==> src/rrq_div.sv <==
// Pipelined restoring divider, one quotient bit per register stage, several lanes in step.
// Standalone; the caller keeps the high numerator part below the divisor or discards the result.
module rrq_div #(
  parameter int LANES = 1,
  parameter int DW = 32,
  parameter int QW = 31,
  parameter int SIDE_W = 1
) (
  input  logic                       clk,
  input  logic                       rst,
  input  logic                       en,
  input  logic                       in_valid,
  input  logic [LANES-1:0][DW+QW-1:0] num,
  input  logic [LANES-1:0][DW-1:0]   den,
  input  logic [SIDE_W-1:0]          in_side,
  output logic                       out_valid,
  output logic [LANES-1:0][QW-1:0]   quo,
  output logic [SIDE_W-1:0]          out_side
);

  localparam int NW = DW + QW;

  typedef struct packed {
    logic [DW-1:0] rem;
    logic [QW-1:0] lo;
    logic [QW-1:0] q;
    logic [DW-1:0] den;
  } div_stage_t;

  function automatic div_stage_t div_step(div_stage_t x);
    logic [DW:0] trial;
    logic ge;
    div_stage_t y;
    trial = {x.rem, x.lo[QW-1]};
    ge = trial >= {1'b0, x.den};
    y = x;
    y.rem = ge ? DW'(trial - {1'b0, x.den}) : DW'(trial);
    y.lo = x.lo << 1;
    y.q = {x.q[QW-2:0], ge};
    return y;
  endfunction

  div_stage_t [LANES-1:0] stg_q [QW];
  logic [SIDE_W-1:0] side_q [QW];
  logic [QW-1:0] vld_q;

  always_ff @(posedge clk) begin
    if (rst) begin
      vld_q <= '0;
    end else if (en) begin
      vld_q <= {vld_q[QW-2:0], in_valid};
    end
  end

  always_ff @(posedge clk) begin
    if (en) begin
      side_q[0] <= in_side;
      for (int l = 0; l < LANES; l++) begin
        stg_q[0][l] <= div_step('{rem: num[l][NW-1:QW], lo: num[l][QW-1:0],
                                  q: '0, den: den[l]});
      end
      for (int s = 1; s < QW; s++) begin
        side_q[s] <= side_q[s-1];
        for (int l = 0; l < LANES; l++) begin
          stg_q[s][l] <= div_step(stg_q[s-1][l]);
        end
      end
    end
  end

  always_comb begin
    for (int l = 0; l < LANES; l++) begin
      quo[l] = stg_q[QW-1][l].q;
    end
  end

  assign out_valid = vld_q[QW-1];
  assign out_side = side_q[QW-1];

endmodule

==> config.mk <==
export PLATFORM = sky130hd
export DESIGN_NAME = rrq_div
export DESIGN_NICKNAME = d
export VERILOG_FILES = /design/src/rrq_div.sv
export SDC_FILE = /design/constraint.sdc
export NUM_CORES = 2
export LEC_CHECK = 0
export BUFFER_PORTS_ARGS = -buffer_cell sky130_fd_sc_hd__clkbuf_2
export CORE_ASPECT_RATIO = 1.25
export CORE_MARGIN = 2
export CORE_UTILIZATION = 50
export CTS_CLUSTER_DIAMETER = 40
export DETAILED_ROUTE_END_ITERATION = 8
export PLACE_DENSITY_LB_ADDON = 0.12
export SYNTH_ARGS = -nofsm -noshare
export SYNTH_HDL_FRONTEND = slang
export SYNTH_SLANG_ARGS = --single-unit
export TNS_END_PERCENT = 20
==> constraint.sdc <==
create_clock -name clk -period 3.37 [get_ports clk]
set_input_delay 0.674 -clock clk [delete_from_list [all_inputs] [get_ports clk]]
set_output_delay 0.674 -clock clk [all_outputs]
set_load 0.01 [all_outputs]
# Word level (Yosys, flattened, before mapping)
# Memory sizes are Yosys's and may differ from the RTL's.
# Index checks and enable logic that the tools add are counted.
[totals]
out_inout_bits = 33
regBits = 31
mem_bits_rw = 3906
mem_bits_ro = 0
memories = 2
inputBits = 100
word_cells = 98
latch_bits = 0
[op_classes]
reduce_logical = 0
n_lt_le_gt_ge = 31
addsub = 31
n_eq_ne = 0
mul = 0
bitwise = 0
mux = 33
n_div = 0
n_shift = 0
[memory_table]
columns = ["name", "words", "width", "read_ports", "rd_clocked_by_memory_dff", "wr", "line", "source"]
rows = [
  ["stg_q", 31, 125, 31, 0, 31, "43", "div_stage_t [LANES-1:0] stg_q [QW];"],
  ["side_q", 31, 1, 31, 0, 31, "44", "logic [SIDE_W-1:0] side_q [QW];"],
]
[ops]
columns = ["op", "count"]
rows = [
  [">= comparator 33 x 32 -> 1 bit", 31],
  ["two-way mux 32 bit", 31],
  ["subtractor 32 bit", 31],
  ["two-way mux 1 bit", 2],
]

# Depth between registers and ports, before layout
# An unclocked memory read counts as a cell.
[logic_depth]
word_depth = 3
ltp_mapped = 16
ltp_nobuf = 14

# Worst setup path before layout
# Ideal clock, no wire load.
[synth_timing]
path_kind = "reg-to-reg"
start = "mem stg_q[11][96] (netlist bit)"
end = "mem stg_q[12][119] (netlist bit), data pin"
synth_period_minus_slack_ps = 3605
stages_incl_launch_ff = 14
setup_time_ps = 260
t_arrival_ps = 3345
path_buffers = 1
path_slack_ps = -235
required_ps = 3110
path_cell_list = "edfxtp_1 -> ha_1 -> or4_1 -> o21ai_0 -> a21oi_1 -> a22oi_2 -> a31oi_1 -> a221o_1 -> a21o_1 -> a221oi_4 -> nand2_2 -> a41oi_4 -> buf_6 -> mux2_2"
[synth_lines]
columns = ["element", "line"]
rows = [
  ["start: declaration", "43"],
]

==> metrics.csv <==
metric;value;unit
intPower;127;mW
p_seq_share;29.7;%
place_ws;-0.682;ns
fin_hold_ws;0.0772;ns
core_area;301000;um^2
finalSetupViolCount;518;
setup_ws;-0.424;ns
switching_share;36.4;%
regToRegStartpoint;stg_q[11][98]$_DFFE_PP_;
crit_start;stg_q[11][98]$_DFFE_PP_;
die_width;496;um
fillerInstances;23100;
period_minus_slack;3.79;ns
yosysSeqAreaShare;58.3;%
violations;setup timing;
regArea;88100;um^2
drt-wirelength-per-cell;20.8;um
tritoncts.num_buffers;408;
yosysWarnings;0;
place_congestion;0.917;
top_level_ports;133;
drive_gt1_share;26.2;%
startpoint_type;flop;
utilization;63.9;%
drt_pass1_iterations;5;
final.setup_skew;0.0644;ns
yosysUniqueCellTypes;93;
power;199;mW
max-cap-violations;0;
cp_max_fo;8;
end_kind;flop;
cpPeakStageDelay;0.53;ns
setup-tns-final;-54.68;ns
synth_seq_cells;2943;
synthesis.nets;13600;
die_area;307000;um^2
grt_max_degree;104;
powerDensity;1040;nW/um^2
wirelength;400000;um
synth_flop_cell;edfxtp_1;
status;complete, but fails checks;
async_reset_ff_share;0;%
grt_use_total;25.2;%
cts_tree;yes;
syn_inst;12500;
cp.required;4.00;ns
clk_latency;0.93;ns
clock_power_share;21.4;%
area_growth;27.2;%
via_per_inst;5.49;
netlist.area_leader.share;57.9;%
vdd_ir_drop_max;0.000588;V
min_period_over_period;113;%
synth_edf_count;2912;
multiInputGateArea;61300;um^2
grt_pass1_vias;107000;
hold_viol_final;0;
cts_buffer_depth;4;
cts_htree_levels;5;
antenna_found_initial;5;
p_leak;81.0;nW
critPathKind;flop to flop;
io_buffers;132;
drtAntennaViolNets;0;
drv_slew;0;
synth_area_per_cell;12.1;um^2
start_util;50.2;%
fmax;264;MHz
p_sw;72.6;mW
drt_iter0_markers;6825;
hp-start;den[2];
grt_pass1_wl;604000;um
grt_setup_unrepaired;yes;
dpl.hpwl;293000;um
maxSlewHeadroom;47.6;%
grt-ovfl-total;0;
cp.arrival;4.43;ns
nNetsFinal;16000;
cts.sinks;2943;
synth.area.top_cells;edfxtp_1 (58%), ha_1 (8.2%), inv_1 (3.1%), a21oi_1 (3.0%), mux2_2 (2.9%);
combinationalPowerShare;48.9;%
vias;105000;
clkTransAtPathRegs;0.06;ns
worstPathCellList;ha_2 > or4_4 > o21ai_2 > a21oi_2 > a22oi_2 > a31oi_4 > a221o_1 > a21o_1 > a221oi_4 > nand2_2 > a41oi_4 > buf_12 > buf_16 > mux2_4;
worst_pin_slew;0.766;ns
clockRootBuffer;clkbuf_16;
syn_area;151000;um^2
post-route-drc-count;0;
hold_path.class;input port to flop;
crit_slowest_cell;or4_4;
synth_top_area_cell;edfxtp_1;
die_h;619;um
core.rowCount;225;
## registers in the layout, indices dropped and copies added (netlist names)
register and count:
stg_q 2881, side_q 31, vld_q 31
## cells by family after synthesis
family	count (synthesis)	share of synthesized area [%]
adder cells (fa/ha/maj)	1022	8.61
AO/OA/AOI/OAI	3167	13.1
flip-flops	2943	58.3
multiplexers	483	3.59
buffers and inverters	1533	3.88
AND/OR/NAND/NOR	2535	7.86
XOR/XNOR	807	4.68
## metrics by stage
step	area (um^2)	instances
CTS	188000	19000
global route	192000	19200
global placement	170000	18100
floorplan	151000	12500
detailed placement	170000	18100
finish	192000	19200
## final cells by class
type | instances | share of cell area, %
sequential | 2943 | 45.8
clock inverter | 311 | 1.77
clock buffer | 442 | 5.40
inverter | 1230 | 2.41
tap | 3972 | 2.59
antenna | 5 | 0.00651
multi-input combinational | 8015 | 31.9
timing repair buffer | 2291 | 10.1
## timing repair
item / in CTS / in global routing
endpoints found under the hold margin: 52 / 0
hold buffers: 52 / 0
gates resized for setup: 454 / 627
setup buffers: 101 / 138
setup endpoints to repair: 939 / 958
gates cloned: 31 / 32
pin swaps: 162 / 237
## synth_stat cells (all sizes together) (65+ instances only)
cell type,count
xor2,332
and3,72
buf,65
nand3,193
nor2b,144
o21ai,869
nand2b,139
a21o,554
nand2,930
o31ai,82
edfxtp,2912
mux2,415
xnor2,475
o21a,113
a31oi,108
o21bai,109
inv,1230
nor2,571
nand4,163
nor3,122
mux2i,68
a21oi,895
clkbuf,238
ha,992
## per-layer routing
metal / GRT usage, % / vias to the layer above / wire [um]
li1: - / 51000 / -
met1: 29.2 / 51300 / 157000
met2: 46.9 / 2327 / 211000
met3: 2.90 / 881 / 14000
met4: 10.2 / 2 / 18200
met5: 0 / - / 7
## worst max-delay path, delay by kind of cell (launching register included)
kind | cells | cell delay, ns
flip-flops | 1 | 0.40
AO/OA/AOI/OAI | 8 | 1.63
multiplexers | 1 | 0.30
AND/OR/NAND/NOR | 2 | 0.64
adder cells (fa/ha/maj) | 1 | 0.21
buffers and inverters | 2 | 0.33
## power by group through the flow
stage	sequential (mW)	combinational (mW)	clock (mW)
detailed placement	59.8	83.8	0
CTS	59.3	90.6	43.6
global route	59.9	106	45.1
global placement	59.9	82.8	0
finish	59.3	97.5	42.7
floorplan	55.9	54.2	0
## final timing paths
kind / to / depth (start not counted) / slack [ns]
setup / recovery: stg_q[12][123]$_DFFE_PP_ / 14 / -0.42
hold / removal: stg_q[0][2]$_DFFE_PP_ / 2 / 0.08
setup reg to reg: stg_q[12][123]$_DFFE_PP_ / 14 / -0.42
hold reg to reg: stg_q[27][57]$_DFFE_PP_ / 0 / 0.37
## placed cells by master, fill, tap and decap left out, types with 51 or more instances in the layout
| cell | n |
|---|---|
| nor2b_1 | 123 |
| nand4_1 | 163 |
| clkbuf_2 | 131 |
| nand2b_1 | 135 |
| o21ai_1 | 78 |
| ha_1 | 942 |
| edfxtp_1 | 2912 |
| o21ai_0 | 673 |
| buf_4 | 1899 |
| mux2_4 | 107 |
| a31oi_1 | 84 |
| and3_1 | 71 |
| buf_12 | 101 |
| o21bai_1 | 107 |
| dlygate4sd3_1 | 52 |
| nand3_1 | 189 |
| nor2_1 | 546 |
| inv_1 | 1208 |
| mux2i_1 | 68 |
| a21oi_1 | 813 |
| a21oi_2 | 67 |
| xor2_1 | 332 |
| o21a_1 | 110 |
| a21o_1 | 553 |
| xnor2_1 | 475 |
| buf_6 | 51 |
| nand2_1 | 870 |
| clkbuf_16 | 433 |
| nor3_1 | 111 |
| mux2_2 | 308 |
| inv_6 | 64 |
| o21ai_2 | 97 |
No activity file was read; power rests on OpenSTA's default activity.
