`src/rrq_pkg.sv`:
```
// Shared constants, types and helper functions for the rotation-rows-to-quaternion block.
// Used by the square-root pipeline and the top level; depends on nothing.
package rrq_pkg;

  localparam int IN_FRAC_BITS_DEF = 16;
  localparam logic [16:0] MIN_ROW_NORM_RST = 17'd7;
  localparam int SQRT_STAGES = 32;

  localparam logic signed [34:0] Q30_ONE = 35'sh0_4000_0000;
  localparam logic signed [31:0] S32_MAX = 32'sh7fff_ffff;
  localparam logic signed [31:0] S32_MIN = 32'sh8000_0000;

  localparam logic [1:0] BR_W = 2'd0;
  localparam logic [1:0] BR_X = 2'd1;
  localparam logic [1:0] BR_Y = 2'd2;
  localparam logic [1:0] BR_Z = 2'd3;

  typedef struct packed {
    logic [63:0] rem;
    logic [63:0] root;
  } sqrt_stage_t;

  function automatic sqrt_stage_t sqrt_step(sqrt_stage_t x, int s);
    logic [63:0] b;
    logic [63:0] trial;
    sqrt_stage_t y;
    b = 64'd1 << (62 - 2 * s);
    trial = x.root + b;
    if (x.rem >= trial) begin
      y.rem = x.rem - trial;
      y.root = (x.root >> 1) + b;
    end else begin
      y.rem = x.rem;
      y.root = x.root >> 1;
    end
    return y;
  endfunction

  function automatic logic signed [31:0] sat32(logic signed [63:0] v);
    logic signed [31:0] r;
    if (v > 64'(S32_MAX)) begin
      r = S32_MAX;
    end else if (v < 64'(S32_MIN)) begin
      r = S32_MIN;
    end else begin
      r = v[31:0];
    end
    return r;
  endfunction

endpackage

```
`src/rrq_sqrt.sv`:
```
// Pipelined integer square root of 64-bit radicands, one result bit per register stage.
// Depends on rrq_pkg for the stage count and the step function.
module rrq_sqrt #(
  parameter int LANES = 1,
  parameter int SIDE_W = 1
) (
  input  logic                    clk,
  input  logic                    rst,
  input  logic                    en,
  input  logic                    in_valid,
  input  logic [LANES-1:0][63:0]  rad,
  input  logic [SIDE_W-1:0]       in_side,
  output logic                    out_valid,
  output logic [LANES-1:0][31:0]  root,
  output logic [SIDE_W-1:0]       out_side
);

  localparam int STG = rrq_pkg::SQRT_STAGES;

  rrq_pkg::sqrt_stage_t [LANES-1:0] stg_q [STG];
  logic [SIDE_W-1:0] side_q [STG];
  logic [STG-1:0] vld_q;

  always_ff @(posedge clk) begin
    if (rst) begin
      vld_q <= '0;
    end else if (en) begin
      vld_q <= {vld_q[STG-2:0], in_valid};
    end
  end

  always_ff @(posedge clk) begin
    if (en) begin
      side_q[0] <= in_side;
      for (int l = 0; l < LANES; l++) begin
        stg_q[0][l] <= rrq_pkg::sqrt_step('{rem: rad[l], root: 64'd0}, 0);
      end
      for (int s = 1; s < STG; s++) begin
        side_q[s] <= side_q[s-1];
        for (int l = 0; l < LANES; l++) begin
          stg_q[s][l] <= rrq_pkg::sqrt_step(stg_q[s-1][l], s);
        end
      end
    end
  end

  always_comb begin
    for (int l = 0; l < LANES; l++) begin
      root[l] = stg_q[STG-1][l].root[31:0];
    end
  end

  assign out_valid = vld_q[STG-1];
  assign out_side = side_q[STG-1];

endmodule

```
`config.mk`:
```
export PLATFORM = sky130hd
export DESIGN_NAME = rrq_sqrt
export DESIGN_NICKNAME = d
export VERILOG_FILES = /design/src/rrq_pkg.sv /design/src/rrq_sqrt.sv
export SDC_FILE = /design/constraint.sdc
export NUM_CORES = 2
export LEC_CHECK = 0
export BUFFER_PORTS_ARGS = -buffer_cell sky130_fd_sc_hd__buf_2
export CAP_MARGIN = 20
export CORE_UTILIZATION = 55
export CTS_CLUSTER_SIZE = 28
export DETAILED_ROUTE_END_ITERATION = 10
export MAX_ROUTING_LAYER = met4
export PLACE_DENSITY = 0.71
export REMOVE_ABC_BUFFERS = 1
export SLEW_MARGIN = 20
export SYNTH_ARGS = -nofsm -noshare
export SYNTH_HDL_FRONTEND = slang
export SYNTH_MEMORY_MAX_BITS = 65536
export SYNTH_SLANG_ARGS = --single-unit
```
`constraint.sdc`:
```
create_clock -name clk -period 4.71 [get_ports clk]
set_input_delay 1.1775 -clock clk [delete_from_list [all_inputs] [get_ports clk]]
set_output_delay 1.1775 -clock clk [all_outputs]
set_load 0.05 [all_outputs]
```
# Word-level counts from Yosys, hierarchy flattened
# Memories as Yosys holds them, arrays and structs flattened.
# Cells that the tools add are included.
[totals]
inputBits = 69
reg_bits = 32
n_memories = 2
out_inout_bits = 34
elab_cells = 195
ramBits = 4128
[classes]
muxes = 66
order_cmp = 32
add_sub_neg = 94
[memory_table]
columns = ["memory", "words", "width", "rd", "rd_clocked_by_memory_dff", "wr", "line", "text"]
rows = [
  ["stg_q", 32, 128, 32, 0, 32, "rrq_sqrt.sv:20", "rrq_pkg::sqrt_stage_t [LANES-1:0] stg_q [STG];"],
  ["side_q", 32, 1, 32, 0, 32, "rrq_sqrt.sv:21", "logic [SIDE_W-1:0] side_q [STG];"],
]
[ops]
columns = ["operator", "n"]
rows = [
  ["$mux 128", 64],
  ["$ge 64x64->1", 31],
  ["$sub 64x64->64", 31],
  ["$add 63x1->64 const B", 1],
  ["$add 63x11->64 const B", 1],
  ["$add 63x13->64 const B", 1],
  ["$add 63x15->64 const B", 1],
  ["$add 63x17->64 const B", 1],
  ["$add 63x19->64 const B", 1],
  ["$add 63x21->64 const B", 1],
  ["$add 63x23->64 const B", 1],
  ["$add 63x25->64 const B", 1],
  ["$add 63x27->64 const B", 1],
  ["$add 63x29->64 const B", 1],
  ["$add 63x3->64 const B", 1],
  ["$add 63x31->64 const B", 1],
  ["$add 63x33->64 const B", 1],
  ["$add 63x35->64 const B", 1],
  ["$add 63x37->64 const B", 1],
  ["$add 63x39->64 const B", 1],
  ["$add 63x41->64 const B", 1],
  ["$add 63x43->64 const B", 1],
  ["$add 63x45->64 const B", 1],
  ["$add 63x47->64 const B", 1],
  ["44 further kinds", 45],
]

# Longest topological paths before layout
[depth]
depth_word = 4
ltp_mapped = 15
ltp_nobuf = 13

# Worst setup path before layout
# OpenSTA, ideal clock, no wires.
[synth_path]
path_kind = "register -> register"
from = "mem stg_q[1][725] (netlist bit)"
to = "mem stg_q[1][893] (netlist bit) (data pin)"
n_path_buf = 0
arrival_time_ns = 3.206
path_slack_ns = 1.233
t_required_ns = 4.439
path_stages_with_launch = 12
setup_time_ns = 0.271
path_cell_list = "edfxtp_1 ha_1 o21a_1 a2bb2oi_1 a221oi_1 o41ai_1 a21o_1 a21oi_1 or3_1 o311ai_1 nor4_1 xor2_1"
[synth_rtl]
columns = ["element", "line"]
rows = [
  ["start, declared", "rrq_sqrt.sv:20"],
]

==> metrics.txt <==
ANT nets after route 0; CTS max path bufs 4; Worst-Margin Slew 1.079 ns; Worst setup EP type flip-flop; post-place setup slack 0.08973 ns; starting density of the core 55.52%; die height 473.7 um; max-slew violations 0; core area 220,400 um^2; Iter 0 DRT Violations 8,041; Die Width 473.7 um; H-Tree Depth 5; Final Skew 0.06973 ns; Critical-path top delay cell a2111oi_0; final hold viol count 0; achievable frequency 217.2 MHz; Slew HR 27.42%; gpl congestion 0.9435; crit share post-route 97.74%; worst hold margin 0.4136 ns; register area 77,030 um^2; clock root buffer clkbuf_16; post-route worst setup slack 0.1066 ns; number of synthesized register bits 2,576; All-Layer GR Usage 27.24%; YS warnings 0; initial antenna violation count 13; Tmin final 4.603 ns; P per Cell Area 495.1 nW/um^2; largest net degree at the start of global routing 121; worst min-delay path endpoint stg_q[1][1291]$_DFFE_PP_; WS Path Type flip-flop to flip-flop; RSZ-0062 raised after global routing false; Worst VDD drop 0.3877 mV; NumNets Final 10,650; share of the synthesized area in the top cell type 62.43%; Synth area leader edfxtp_1; crit path cell chain ha_1, nor2b_1, o2111ai_1, a31o_2, a2111oi_0, o21ai_0, a21boi_0, o41ai_1, or2_2, nor4_1, xor2_1; max_cap viols 0; Worst Hold Class flip-flop to flip-flop; Setup crit start kind flip-flop; via count 79,160; fill count 16,770; DRC violations left 1; area of the multi-input gates 41,800 um^2; Yosys cell types 99; Routed Wire Length 299.8 mm; Worst Path Max Fanout 9; Reg2Reg Setup Slack 0.11 ns; top cells by area, synth edfxtp_1 (62%), ha_1 (5.7%), xnor2_1 (3.3%); Post-synth EDFFs 2,544; post-synthesis cell count 9,712; share of layout cells above drive strength 1 8.306%; # IOs 103; Hold Path Stages 0; failing checks design-rule violations; Inserted Clock Buffers 287; Mapped Avg Cell Area 12.60 um^2; Final setup viols 0; clk slew on worst S/H paths 0.07 ns; sequential area share after synthesis 62.96%; First-pass DRT Iterations 9; CTS sink count 2,576; area grow syn2layout 11.59%; fraction of registers with async set/reset 0%; CP required 5.34 ns; CTS tree built; reg2reg path depth 11; die area 224,400 um^2; first-pass GRT wire length 453.8 mm; wire per inst 22.75 um; Syn Std Cell Area 122,400 um^2; row count 172; status finished, violations left; IO Port Bufs 102; HPWL after detailed placement 223.4 mm; vias in the first global route 76,090; Via-to-Cell Ratio 6.005; worst r2r dst stg_q[1][1663]$_DFFE_PP_; Post-CTS Setup Bufs 0; min-delay src stg_q[1][1164]$_DFFE_PP_; reg-to-reg startpoint stg_q[1][1480]$_DFFE_PP_; leak pwr 51.38 nW; most common flop cell mapped by yosys edfxtp_1; total gr overflow 0; CP arrival 5.24 ns; Worst path max stage delay 0.89 ns; clk_lat worst skew 0.93 ns
-- worst max path at each step --
| stage | from | end | slack [ns] | cells past startpoint |
|---|---|---|---|---|
| floorplan | stg_q[1][1609]$_DFFE_PP_ | stg_q[1][1791]$_DFFE_PP_ | -1.73 | 10 |
| finish | stg_q[1][1480]$_DFFE_PP_ | stg_q[1][1663]$_DFFE_PP_ | 0.11 | 11 |
| global route | stg_q[1][1480]$_DFFE_PP_ | stg_q[1][1663]$_DFFE_PP_ | 0.01 | 11 |
| global placement | stg_q[1][1126]$_DFFE_PP_ | stg_q[1][1267]$_DFFE_PP_ | 0.04 | 11 |
| CTS | stg_q[1][1126]$_DFFE_PP_ | stg_q[1][1273]$_DFFE_PP_ | 0.08 | 11 |
| detailed placement | stg_q[1][1126]$_DFFE_PP_ | stg_q[1][1273]$_DFFE_PP_ | 0.09 | 11 |
-- where the power goes --
group,switching [mW],internal [mW],total (mW),leakage (nW)
registers,2.46,29.0,31.4,24.7
clock network,8.96,13.6,22.5,4.56
logic,8.06,5.56,13.6,22.1
total,19.5,48.1,67.6,51.4
-- sequential cells by signal, indices dropped and copies added (netlist names) --
name and cells:
stg_q 2512, side_q 32, vld_q 32
-- routing by layer --
metal | global-route usage, % | vias to the layer above | routed length [um]
met4 | 8.464 | 0 | 9481
met5 | - | - | 0
li1 | - | 36910 | -
met2 | 42.67 | 2814 | 140700
met3 | 4.026 | 564 | 20630
met1 | 36.80 | 38870 | 129000
-- layout by cell type, fill, tap and decap left out, drive strengths merged, types with 77 or more instances in the layout --
master,instances
nor3,255
nor2,582
xor2,409
o21ai,502
nand3,158
nand2,690
nor4,329
ha,558
a21o,252
o21a,102
a21oi,578
nand2b,114
or3,119
nand4,162
inv,696
edfxtp,2544
nor2b,77
xnor2,460
clkbuf,335
clkinv,93
buf,262
-- what timing repair did --
action / CTS / global route
setup endpoints to repair: 0 / 10
hold buffers: 0 / 0
resized for setup: 0 / 1
endpoints found under the hold margin: 0 / 0
-- final cells by class --
class	instances	share of cell area, %
Antenna cell	2	0.003665
Clock buffer	335	5.554
Clock inverter	158	1.309
Inverter	686	1.886
Multi-Input combinational cell	6205	30.61
Sequential cell	2576	56.42
Tap cell	2958	2.710
Timing Repair Buffer	262	1.510
-- critical path, delay by kind of cell, from the launching register on --
kind | cells | cell delay [ns]
simple gates | 3 | 0.94
xor+xnor | 1 | 0.11
flops | 1 | 0.39
compound gates | 6 | 2.48
fa+ha+maj | 1 | 0.37
-- cell usage after synthesis (158+ instances only) --
cell type,n
nand4_1,161
inv_1,683
xor2_1,409
a21oi_1,577
xnor2_1,460
nand3_1,158
a21o_1,252
nor2_1,582
nor3_1,251
nand2_1,690
nor4_1,321
ha_1,558
edfxtp_1,2544
o21ai_0,498
clkbuf_1,175
-- stage by stage --
step | total power [mW] | utilization, % | instance area (um^2) | instances | setup TNS (ns)
final | 67.60 | 61.96 | 136500 | 13180 | 0
after global placement | 45.05 | 57.70 | 127100 | 12690 | 0
after global routing | 70.46 | 61.96 | 136500 | 13180 | 0
after detailed placement | 45.23 | 57.70 | 127200 | 12690 | 0
after CTS | 67.84 | 61.95 | 136500 | 13180 | 0
after floorplan | 40.43 | - | 121300 | 9467 | -97.47
-- cells by family after synthesis --
family          count (synthesis)  synth area share [%]
buf+inv                       931                 2.974
fa+ha+maj                     558                 5.706
simple gates                 2790                 11.65
compound gates               1876                 9.504
mux                           112                0.9898
xor+xnor                      869                 6.220
flops                        2576                 62.96
Power figures use the tool's default switching activity.
